$ cat src/sv/fvc_pkg.sv
// ----------------------------------------------------------------------------
// fvc_pkg: shared types and constants for the frame validator
// Status codes, configuration register indexes, reset values and the
// byte-wide CRC-16 (polynomial 0x1021, MSB first) update.
// ----------------------------------------------------------------------------
package fvc_pkg;

  // Frame length at which further bytes mark the frame overlong
  localparam logic [7:0] MaxFrameLen = 8'd255;

  // CRC-16 constants
  localparam logic [15:0] CrcPoly = 16'h1021;
  localparam logic [15:0] CrcTop  = 16'h8000;

  // Configuration reset values
  localparam logic [7:0] StartMarkRst = 8'd126;
  localparam logic [7:0] EndMarkRst   = 8'd127;
  localparam logic [7:0] ModAddrRst   = 8'd0;
  localparam logic [7:0] MinLenRst    = 8'd8;
  localparam logic [7:0] OwnIdRst     = 8'd0;
  localparam logic [7:0] QueryIdRst   = 8'd0;
  localparam logic [7:0] MasterIdRst  = 8'd0;

  // Width of the packed result transaction
  localparam int unsigned OutDataW = 40;

  typedef enum logic [2:0] {
    CfgStartMark = 3'd0,
    CfgEndMark   = 3'd1,
    CfgModAddr   = 3'd2,
    CfgMinLen    = 3'd3,
    CfgOwnId     = 3'd4,
    CfgQueryId   = 3'd5,
    CfgMasterId  = 3'd6
  } cfg_idx_e;

  typedef enum logic [3:0] {
    StOk       = 4'd0,
    StForward  = 4'd1,
    StShort    = 4'd2,
    StStart    = 4'd3,
    StEnd      = 4'd4,
    StModule   = 4'd5,
    StCrc      = 4'd6,
    StId       = 4'd7,
    StOverlong = 4'd8
  } status_e;

  typedef struct packed {
    logic [7:0] start_mark;
    logic [7:0] end_mark;
    logic [7:0] module_address;
    logic [7:0] min_frame_length;
    logic [7:0] own_id;
    logic [7:0] query_id;
    logic [7:0] master_id;
  } cfg_t;

  typedef struct packed {
    status_e     status;
    logic [7:0]  received_id;
    logic [7:0]  frame_length;
    logic [15:0] computed_crc;
  } result_t;

  // Fold one byte into the CRC, MSB first
  function automatic logic [15:0] crc_fold(logic [15:0] crc_in, logic [7:0] data);
    logic [15:0] crc;
    crc = crc_in ^ {data, 8'h00};
    for (int k = 0; k < 8; k++) begin
      if ((crc & CrcTop) != 16'h0000) begin
        crc = {crc[14:0], 1'b0} ^ CrcPoly;
      end else begin
        crc = {crc[14:0], 1'b0};
      end
    end
    return crc;
  endfunction

endpackage

$ cat src/sv/fvc_core.sv
// ----------------------------------------------------------------------------
// fvc_core: per-frame state and frame judgment
// Tracks byte position, header bytes, the trailing three-byte delay line
// and the running CRC; produces the frame status on the closing byte.
// ----------------------------------------------------------------------------
module fvc_core import fvc_pkg::*; (
  input  logic       clk_i,
  input  logic       rst_ni,
  input  logic       step_i,      // consume one byte this cycle
  input  logic [7:0] byte_i,
  input  logic       last_i,
  input  cfg_t       cfg_i,
  output result_t    result_o     // valid on a step with last_i set
);

  logic [7:0]  count_q, count_d;
  logic [15:0] crc_q, crc_d;
  logic [7:0]  tail_q [3];
  logic [7:0]  first_q, first_d;
  logic [7:0]  module_q, module_d;
  logic [7:0]  id_q, id_d;
  logic        overlong_q, overlong_d;
  logic [7:0]  frame_len;
  logic [15:0] saved_crc;
  status_e     status;

  // Capture header bytes and fold the byte leaving the delay line
  always_comb begin
    overlong_d = overlong_q | (count_q >= MaxFrameLen);
    first_d    = (count_q == 8'd0) ? byte_i : first_q;
    module_d   = (count_q == 8'd1) ? byte_i : module_q;
    id_d       = (count_q == 8'd2) ? byte_i : id_q;
    crc_d      = (count_q >= 8'd4) ? crc_fold(crc_q, tail_q[2]) : crc_q;
    count_d    = count_q + {7'd0, (count_q != 8'hFF)};
  end

  // Judge the frame in priority order
  always_comb begin
    frame_len = count_d;
    saved_crc = {tail_q[0], tail_q[1]};
    if (overlong_d) begin
      status = StOverlong;
    end else if (frame_len <= cfg_i.min_frame_length) begin
      status = StShort;
    end else if (first_d != cfg_i.start_mark) begin
      status = StStart;
    end else if (byte_i != cfg_i.end_mark) begin
      status = StEnd;
    end else if (module_d != cfg_i.module_address) begin
      status = StModule;
    end else if (crc_d != saved_crc) begin
      status = StCrc;
    end else if ((id_d == cfg_i.own_id) || (id_d == cfg_i.query_id)) begin
      status = StOk;
    end else if (cfg_i.own_id == cfg_i.master_id) begin
      status = StForward;
    end else begin
      status = StId;
    end
    result_o.status       = status;
    result_o.received_id  = id_d;
    result_o.frame_length = frame_len;
    result_o.computed_crc = crc_d;
  end

  // Advance frame state; clear it when the frame closes
  always_ff @(posedge clk_i or negedge rst_ni) begin
    if (!rst_ni) begin
      count_q    <= 8'd0;
      crc_q      <= 16'd0;
      tail_q[0]  <= 8'd0;
      tail_q[1]  <= 8'd0;
      tail_q[2]  <= 8'd0;
      first_q    <= 8'd0;
      module_q   <= 8'd0;
      id_q       <= 8'd0;
      overlong_q <= 1'b0;
    end else if (step_i) begin
      if (last_i) begin
        count_q    <= 8'd0;
        crc_q      <= 16'd0;
        tail_q[0]  <= 8'd0;
        tail_q[1]  <= 8'd0;
        tail_q[2]  <= 8'd0;
        first_q    <= 8'd0;
        module_q   <= 8'd0;
        id_q       <= 8'd0;
        overlong_q <= 1'b0;
      end else begin
        count_q    <= count_d;
        crc_q      <= crc_d;
        tail_q[0]  <= byte_i;
        tail_q[1]  <= tail_q[0];
        tail_q[2]  <= tail_q[1];
        first_q    <= first_d;
        module_q   <= module_d;
        id_q       <= id_d;
        overlong_q <= overlong_d;
      end
    end
  end

endmodule

$ cat src/sv/frame_validator_crc16.sv
// Status tvalid rises once the last byte has passed the input register and loaded the output register.
// Throughput: one byte per cycle, subject to the stall below; the byte-wide CRC fold sits in one stage.
// A status waiting in the output register does not block later bytes
// unless the closing byte of the next frame reaches it first.
// Reset (rst_ni low, asynchronous) clears frame state, empties both
// registers and restores configuration defaults.
// ----------------------------------------------------------------------------
// frame_validator_crc16: streaming frame checker with CRC-16
// Validates framing, module address, CRC-16/XMODEM and unit id of each
// received frame and emits one status transaction per frame.
// ----------------------------------------------------------------------------
module frame_validator_crc16 import fvc_pkg::*; (
  input  logic                clk_i,
  input  logic                rst_ni,
  // Byte input
  input  logic                s_axis_tvalid_i,
  output logic                s_axis_tready_o,
  input  logic [7:0]          s_axis_tdata_i,   // [7:0] data_byte
  input  logic                s_axis_tlast_i,   // last_byte
  // Status output
  output logic                m_axis_tvalid_o,
  input  logic                m_axis_tready_i,
  // [3:0] status, [11:4] received_id, [19:12] frame_length,
  // [35:20] computed_crc, [39:36] zero
  output logic [OutDataW-1:0] m_axis_tdata_o,
  // Configuration writes
  input  logic                cfg_valid_i,
  output logic                cfg_ready_o,
  input  logic [2:0]          cfg_index_i,
  input  logic [7:0]          cfg_data_i
);

  cfg_t                cfg_q;
  logic                in_valid_q, in_valid_d;
  logic [7:0]          in_byte_q;
  logic                in_last_q;
  logic                s_accept;
  logic                step;
  result_t             result;
  logic                out_valid_q;
  logic [OutDataW-1:0] out_data_q;

  assign cfg_ready_o = 1'b1;

  // Configuration registers
  always_ff @(posedge clk_i or negedge rst_ni) begin
    if (!rst_ni) begin
      cfg_q.start_mark       <= StartMarkRst;
      cfg_q.end_mark         <= EndMarkRst;
      cfg_q.module_address   <= ModAddrRst;
      cfg_q.min_frame_length <= MinLenRst;
      cfg_q.own_id           <= OwnIdRst;
      cfg_q.query_id         <= QueryIdRst;
      cfg_q.master_id        <= MasterIdRst;
    end else if (cfg_valid_i && cfg_ready_o) begin
      unique case (cfg_idx_e'(cfg_index_i))
        CfgStartMark: cfg_q.start_mark       <= cfg_data_i;
        CfgEndMark:   cfg_q.end_mark         <= cfg_data_i;
        CfgModAddr:   cfg_q.module_address   <= cfg_data_i;
        CfgMinLen:    cfg_q.min_frame_length <= cfg_data_i;
        CfgOwnId:     cfg_q.own_id           <= cfg_data_i;
        CfgQueryId:   cfg_q.query_id         <= cfg_data_i;
        CfgMasterId:  cfg_q.master_id        <= cfg_data_i;
        default: ;
      endcase
    end
  end

  // Input stage: drain a byte unless it closes a frame and the output is full
  assign step            = in_valid_q && (!in_last_q || !out_valid_q || m_axis_tready_i);
  assign s_axis_tready_o = !in_valid_q || step;
  assign s_accept        = s_axis_tvalid_i && s_axis_tready_o;

  always_comb begin
    in_valid_d = in_valid_q;
    if (s_accept) begin
      in_valid_d = 1'b1;
    end else if (step) begin
      in_valid_d = 1'b0;
    end
  end

  always_ff @(posedge clk_i or negedge rst_ni) begin
    if (!rst_ni) begin
      in_valid_q <= 1'b0;
    end else begin
      in_valid_q <= in_valid_d;
    end
  end

  // Hold the byte payload
  always_ff @(posedge clk_i) begin
    if (s_accept) begin
      in_byte_q <= s_axis_tdata_i;
      in_last_q <= s_axis_tlast_i;
    end
  end

  fvc_core u_core (
    .clk_i    (clk_i),
    .rst_ni   (rst_ni),
    .step_i   (step),
    .byte_i   (in_byte_q),
    .last_i   (in_last_q),
    .cfg_i    (cfg_q),
    .result_o (result)
  );

  // Output register: load on a closing byte, drop when taken
  always_ff @(posedge clk_i or negedge rst_ni) begin
    if (!rst_ni) begin
      out_valid_q <= 1'b0;
    end else if (step && in_last_q) begin
      out_valid_q <= 1'b1;
    end else if (m_axis_tready_i) begin
      out_valid_q <= 1'b0;
    end
  end

  always_ff @(posedge clk_i) begin
    if (step && in_last_q) begin
      out_data_q <= {4'd0, result.computed_crc, result.frame_length,
                     result.received_id, result.status};
    end
  end

  assign m_axis_tvalid_o = out_valid_q;
  assign m_axis_tdata_o  = out_data_q;

endmodule

$ cat config.mk
export PLATFORM = sky130hd
export DESIGN_NAME = frame_validator_crc16
export DESIGN_NICKNAME = d
export VERILOG_FILES = /design/src/sv/fvc_pkg.sv /design/src/sv/fvc_core.sv /design/src/sv/frame_validator_crc16.sv
export SDC_FILE = /design/constraint.sdc
export NUM_CORES = 1
export LEC_CHECK = 0
export BUFFER_PORTS_ARGS = -buffer_cell sky130_fd_sc_hd__buf_2
export CAP_MARGIN = 20
export CELL_PAD_IN_SITES_DETAIL_PLACEMENT = 0
export CELL_PAD_IN_SITES_GLOBAL_PLACEMENT = 1
export CORE_ASPECT_RATIO = 1.75
export CORE_MARGIN = 3
export CORE_UTILIZATION = 40
export CTS_CLUSTER_SIZE = 40
export DETAILED_ROUTE_END_ITERATION = 16
export PLACE_DENSITY = 0.77
export RECOVER_POWER = 25
export SLEW_MARGIN = 0
export SYNTH_ARGS = -nofsm -noshare
export SYNTH_HDL_FRONTEND = slang
export SYNTH_SLANG_ARGS = --single-unit
export TNS_END_PERCENT = 100
$ cat constraint.sdc
create_clock -name clk_i -period 3 [get_ports clk_i]
set_input_delay 0 -clock clk_i [delete_from_list [all_inputs] [get_ports clk_i]]
set_output_delay 0 -clock clk_i [all_outputs]
set_load 0.02 [all_outputs]
==> results.md <==
* First-pass GRT wire length at approximately 37 mm
* Clk buf depth at 2
* H-tree depth at 4
* CP max stage delay at roughly 540 ps
* Die height at 202 um
* Dpl ws at -15.2 ps
* Asr flop ratio synth at 0.744
* Dominant cell type by area after synthesis: dfrtp_1
* Final Critical Period at just under 3000 ps
* CP startpoint kind: flop
* Cell count after synthesis at 758
* Synth cell types at 60
* CTS tree: done
* Period utilisation layout at 0.990
* Cell Chain, Critical Path: xnor2_2 > xnor3_1 > mux2_4 > xor2_1 > or4_1 > or4_4 > a211oi_2 > a21oi_1
* Largest net degree at the start of global routing at 83
* Nets@finish at 919
* Seq/Total Area, Yosys at 0.530
* Max IR drop VDD at ~0.35 mV
* Final setup TNS at 0 ps
* Tightest Hold Check Type: input port to flop
* Final Util at 0.497
* Clock sink total at roughly 180
* Yosys reg bits at about 180
* Fin Clk Skew at approximately 11 ps
* Clock latency on the worst-skew pair at approximately 440 ps
* Worst EP arrival at about 3200 ps
* Num rows at between 70 and 80
* Ys Warns at 0
* Final Setup Violations at 0
* Final non-filler cell area at 10700 um^2
* Hold slack at between 20 and 30 ps
* DR vias at roughly 6400
* Unrepaired setup endpoints after global routing: yes
* Total power per unit cell area at 716 nW/um^2
* Slew headroom at 0.0732
* Vias in the first global route at 6562
* CP max-delay cell: or4_1
* Hold Violations, Final at 0
* Run status: finished, final reports clean
* Setup ws final at between 20 and 30 ps
* Crit end category: flop
* GR Overflow Total at 0
* Num CTS Buffers at 17
* Mean post-synth cell area at 11.6 um^2
* Placed wire-length estimate at about 17 mm
* WL per Instance at slightly below 20 um
* Crit Path Max Fanout at 2
* Clock transition at path regs at about 70 ps
* Post-Syn Area at around 8800 um^2
* Fill count at between 1500 and 2000
* Synth-to-Final Area Change at 21.8%
* Synth area leaders: dfrtp_1, edfxtp_1, mux2_2
* Vias per cell at 5.38
* Diodes inserted at 0
* Share of layout cells above drive strength 1 at 0.285
* Die X at 118 um
* Actual slew at the worst max-slew pin at 1390 ps
* Max_cap viols at 0
* Routability Congestion at a little under 0.9
* Initial antenna violation count at 0
* Leakage power at between 0.004 and 0.005 uW
* Drt pass-1 iters at 5
* CP Data Required Time at 3180 ps
* Fmax at about 340 MHz
* Die ar. at between 20000 and 25000 um^2
* Top-area cell type share of the netlist area at 0.334
* Antenna viol nets, final at 0
* Initial Util at 0.408
* WL final at ~24 mm
* I/O Pins at 68
* CTS root buf: clkbuf_16
* Max Slew Vio Count at 0
* Predominant post-synthesis flop cell: dfrtp_1
* Setup CP Type: flop to flop
* CORE AREA at about 21000 um^2
* GRT Util Overall at 0.202
* Starting DRT DRC Count at 319
* Port Buf Inserts at 62
* DRC at 0
* Placed cell areas at a little under 10000 um^2
* EDFF count, synth at between 40 and 50
[metal layers]
| layer | part of all wire | track usage |
|---|---|---|
| met1 | 0.36 | 0.209 |
| met2 | 0.56 | 0.388 |
| met3 | 0.028 | 0.0291 |
| met4 | 0.043 | 0.109 |
| met5 | 0 | 0 |
[critical path: cells and delay by family (launching register included)]
family           cells  cell delay (ps)
AND/OR/NAND/NOR      2             1010
XOR/XNOR             3              740
flip-flops           1              410
multiplexers         1              280
AO/OA/AOI/OAI        2              280
[logic make-up after synthesis]
| logic type | Yosys count | share of synthesized area |
|---|---|---|
| and+or+nand+nor | 207 | 0.130 |
| DFF | 176 | 0.530 |
| AOI/OAI and AO/OA | 127 | 0.102 |
| xor gates and xnor gates | 95 | 0.101 |
| buffers and inverters | 71 | 0.0342 |
| muxes | 70 | 0.0885 |
| adders and majority gates | 10 | 0.0143 |
| other | 2 | 0.000856 |
[flip-flops by register name, summed over array words and instances (netlist names), 8 cells and up]
signal            flops
u_core.saved_crc     16
u_core.first_q        8
u_core.tail_q         8
cfg_q                56
u_core.count_q        8
in_byte_q             8
m_axis_tdata_o       36
u_core.crc_q         16
u_core.id_q           8
u_core.module_q       8
[path summary, 6_finish.rpt]
kind	startpoint	endpoint	slack (ps)	cells past startpoint
setup / recovery	u_core.crc_q[13]	m_axis_tdata_o[2]	30	8
hold reg to reg	u_core.tail_q[2]	u_core.tail_q[2]	490	2
max in group asynchronous	rst_ni	cfg_q[52]	1490	3
min in group asynchronous	rst_ni	u_core.crc_q[9]	410	2
hold / removal	cfg_data_i[1]	cfg_q[1]	30	2
setup reg to reg	u_core.crc_q[13]	m_axis_tdata_o[2]	30	8
[cell type report]
type | instances | area, um^2 | area share
repair buffers | 142 | 1000 | 0.0935
multi-input cells | 514 | 3940 | 0.369
inverters | 33 | 124 | 0.0116
flip-flops and latches | 176 | 4650 | 0.435
clock buffers | 23 | 510 | 0.0478
well taps | 292 | 365 | 0.0342
clock inverters | 9 | 92.6 | 0.00866
[metrics by stage]
step / total power (uW) / std cells
floorplan: 4580 / 761
global placement: 5350 / 1138
detailed placement: 5390 / 1138
CTS: 7680 / 1188
global route: 8030 / 1189
finish: 7660 / 1189
[layout by cell type (no fill, tap or decap), drive strengths merged, types with 4 or more instances in the layout]
master and instances:
o21ai 36, conb 5, o31ai 6, mux2 61, buf 120, nand4b 9
dfrtp 117, a22o 39, dfstp 14, o22ai 5, or3 4, inv 37
nor2b 7, nor3 12, nand2 71, nand4 10, mux2i 9, nand3b 18
nand3 15, a21oi 15, nor2 22, edfxtp 45, a31oi 4, dlygate4sd3 18
xor2 46, nand2b 5, clkbuf 27, nor4 17, ha 10, xnor2 46
[synth_stat cells (5+ instances only)]
| cell | count |
|---|---|
| a22o_1 | 39 |
| mux2_2 | 61 |
| dfrtp_1 | 117 |
| nand3b_1 | 18 |
| mux2i_1 | 9 |
| a21oi_1 | 14 |
| nand4_1 | 10 |
| edfxtp_1 | 45 |
| nor2_1 | 21 |
| nand2_1 | 70 |
| dfstp_2 | 14 |
| o31ai_1 | 6 |
| o21ai_0 | 34 |
| nor4_1 | 16 |
| nand4b_1 | 9 |
| o22ai_1 | 5 |
| xor2_1 | 46 |
| nor2b_1 | 7 |
| ha_1 | 10 |
| buf_4 | 5 |
| nand3_1 | 15 |
| nand2b_1 | 5 |
| clkbuf_1 | 30 |
| xnor2_1 | 44 |
| inv_1 | 33 |
| nor3_1 | 10 |
[report_power, final]
| part | internal, uW | leakage (uW) | switching (uW) |
|---|---|---|---|
| sequential | 2870 | 0.00209 | 318 |
| combinational | 1060 | 0.00235 | 1150 |
| clock | 1300 | 0.000295 | 963 |
[timing repair]
| item | in CTS | in global routing |
|---|---|---|
| setup endpoints to repair | 2 | 3 |
| cloned | 0 | 0 |
| setup buffers | 0 | 1 |
| resized for setup | 0 | 20 |
| endpoints found under the hold margin | 74 | 0 |
| pin swaps | 2 | 5 |
| hold buffers | 18 | 0 |
No activity file was read; power rests on OpenSTA's default activity.
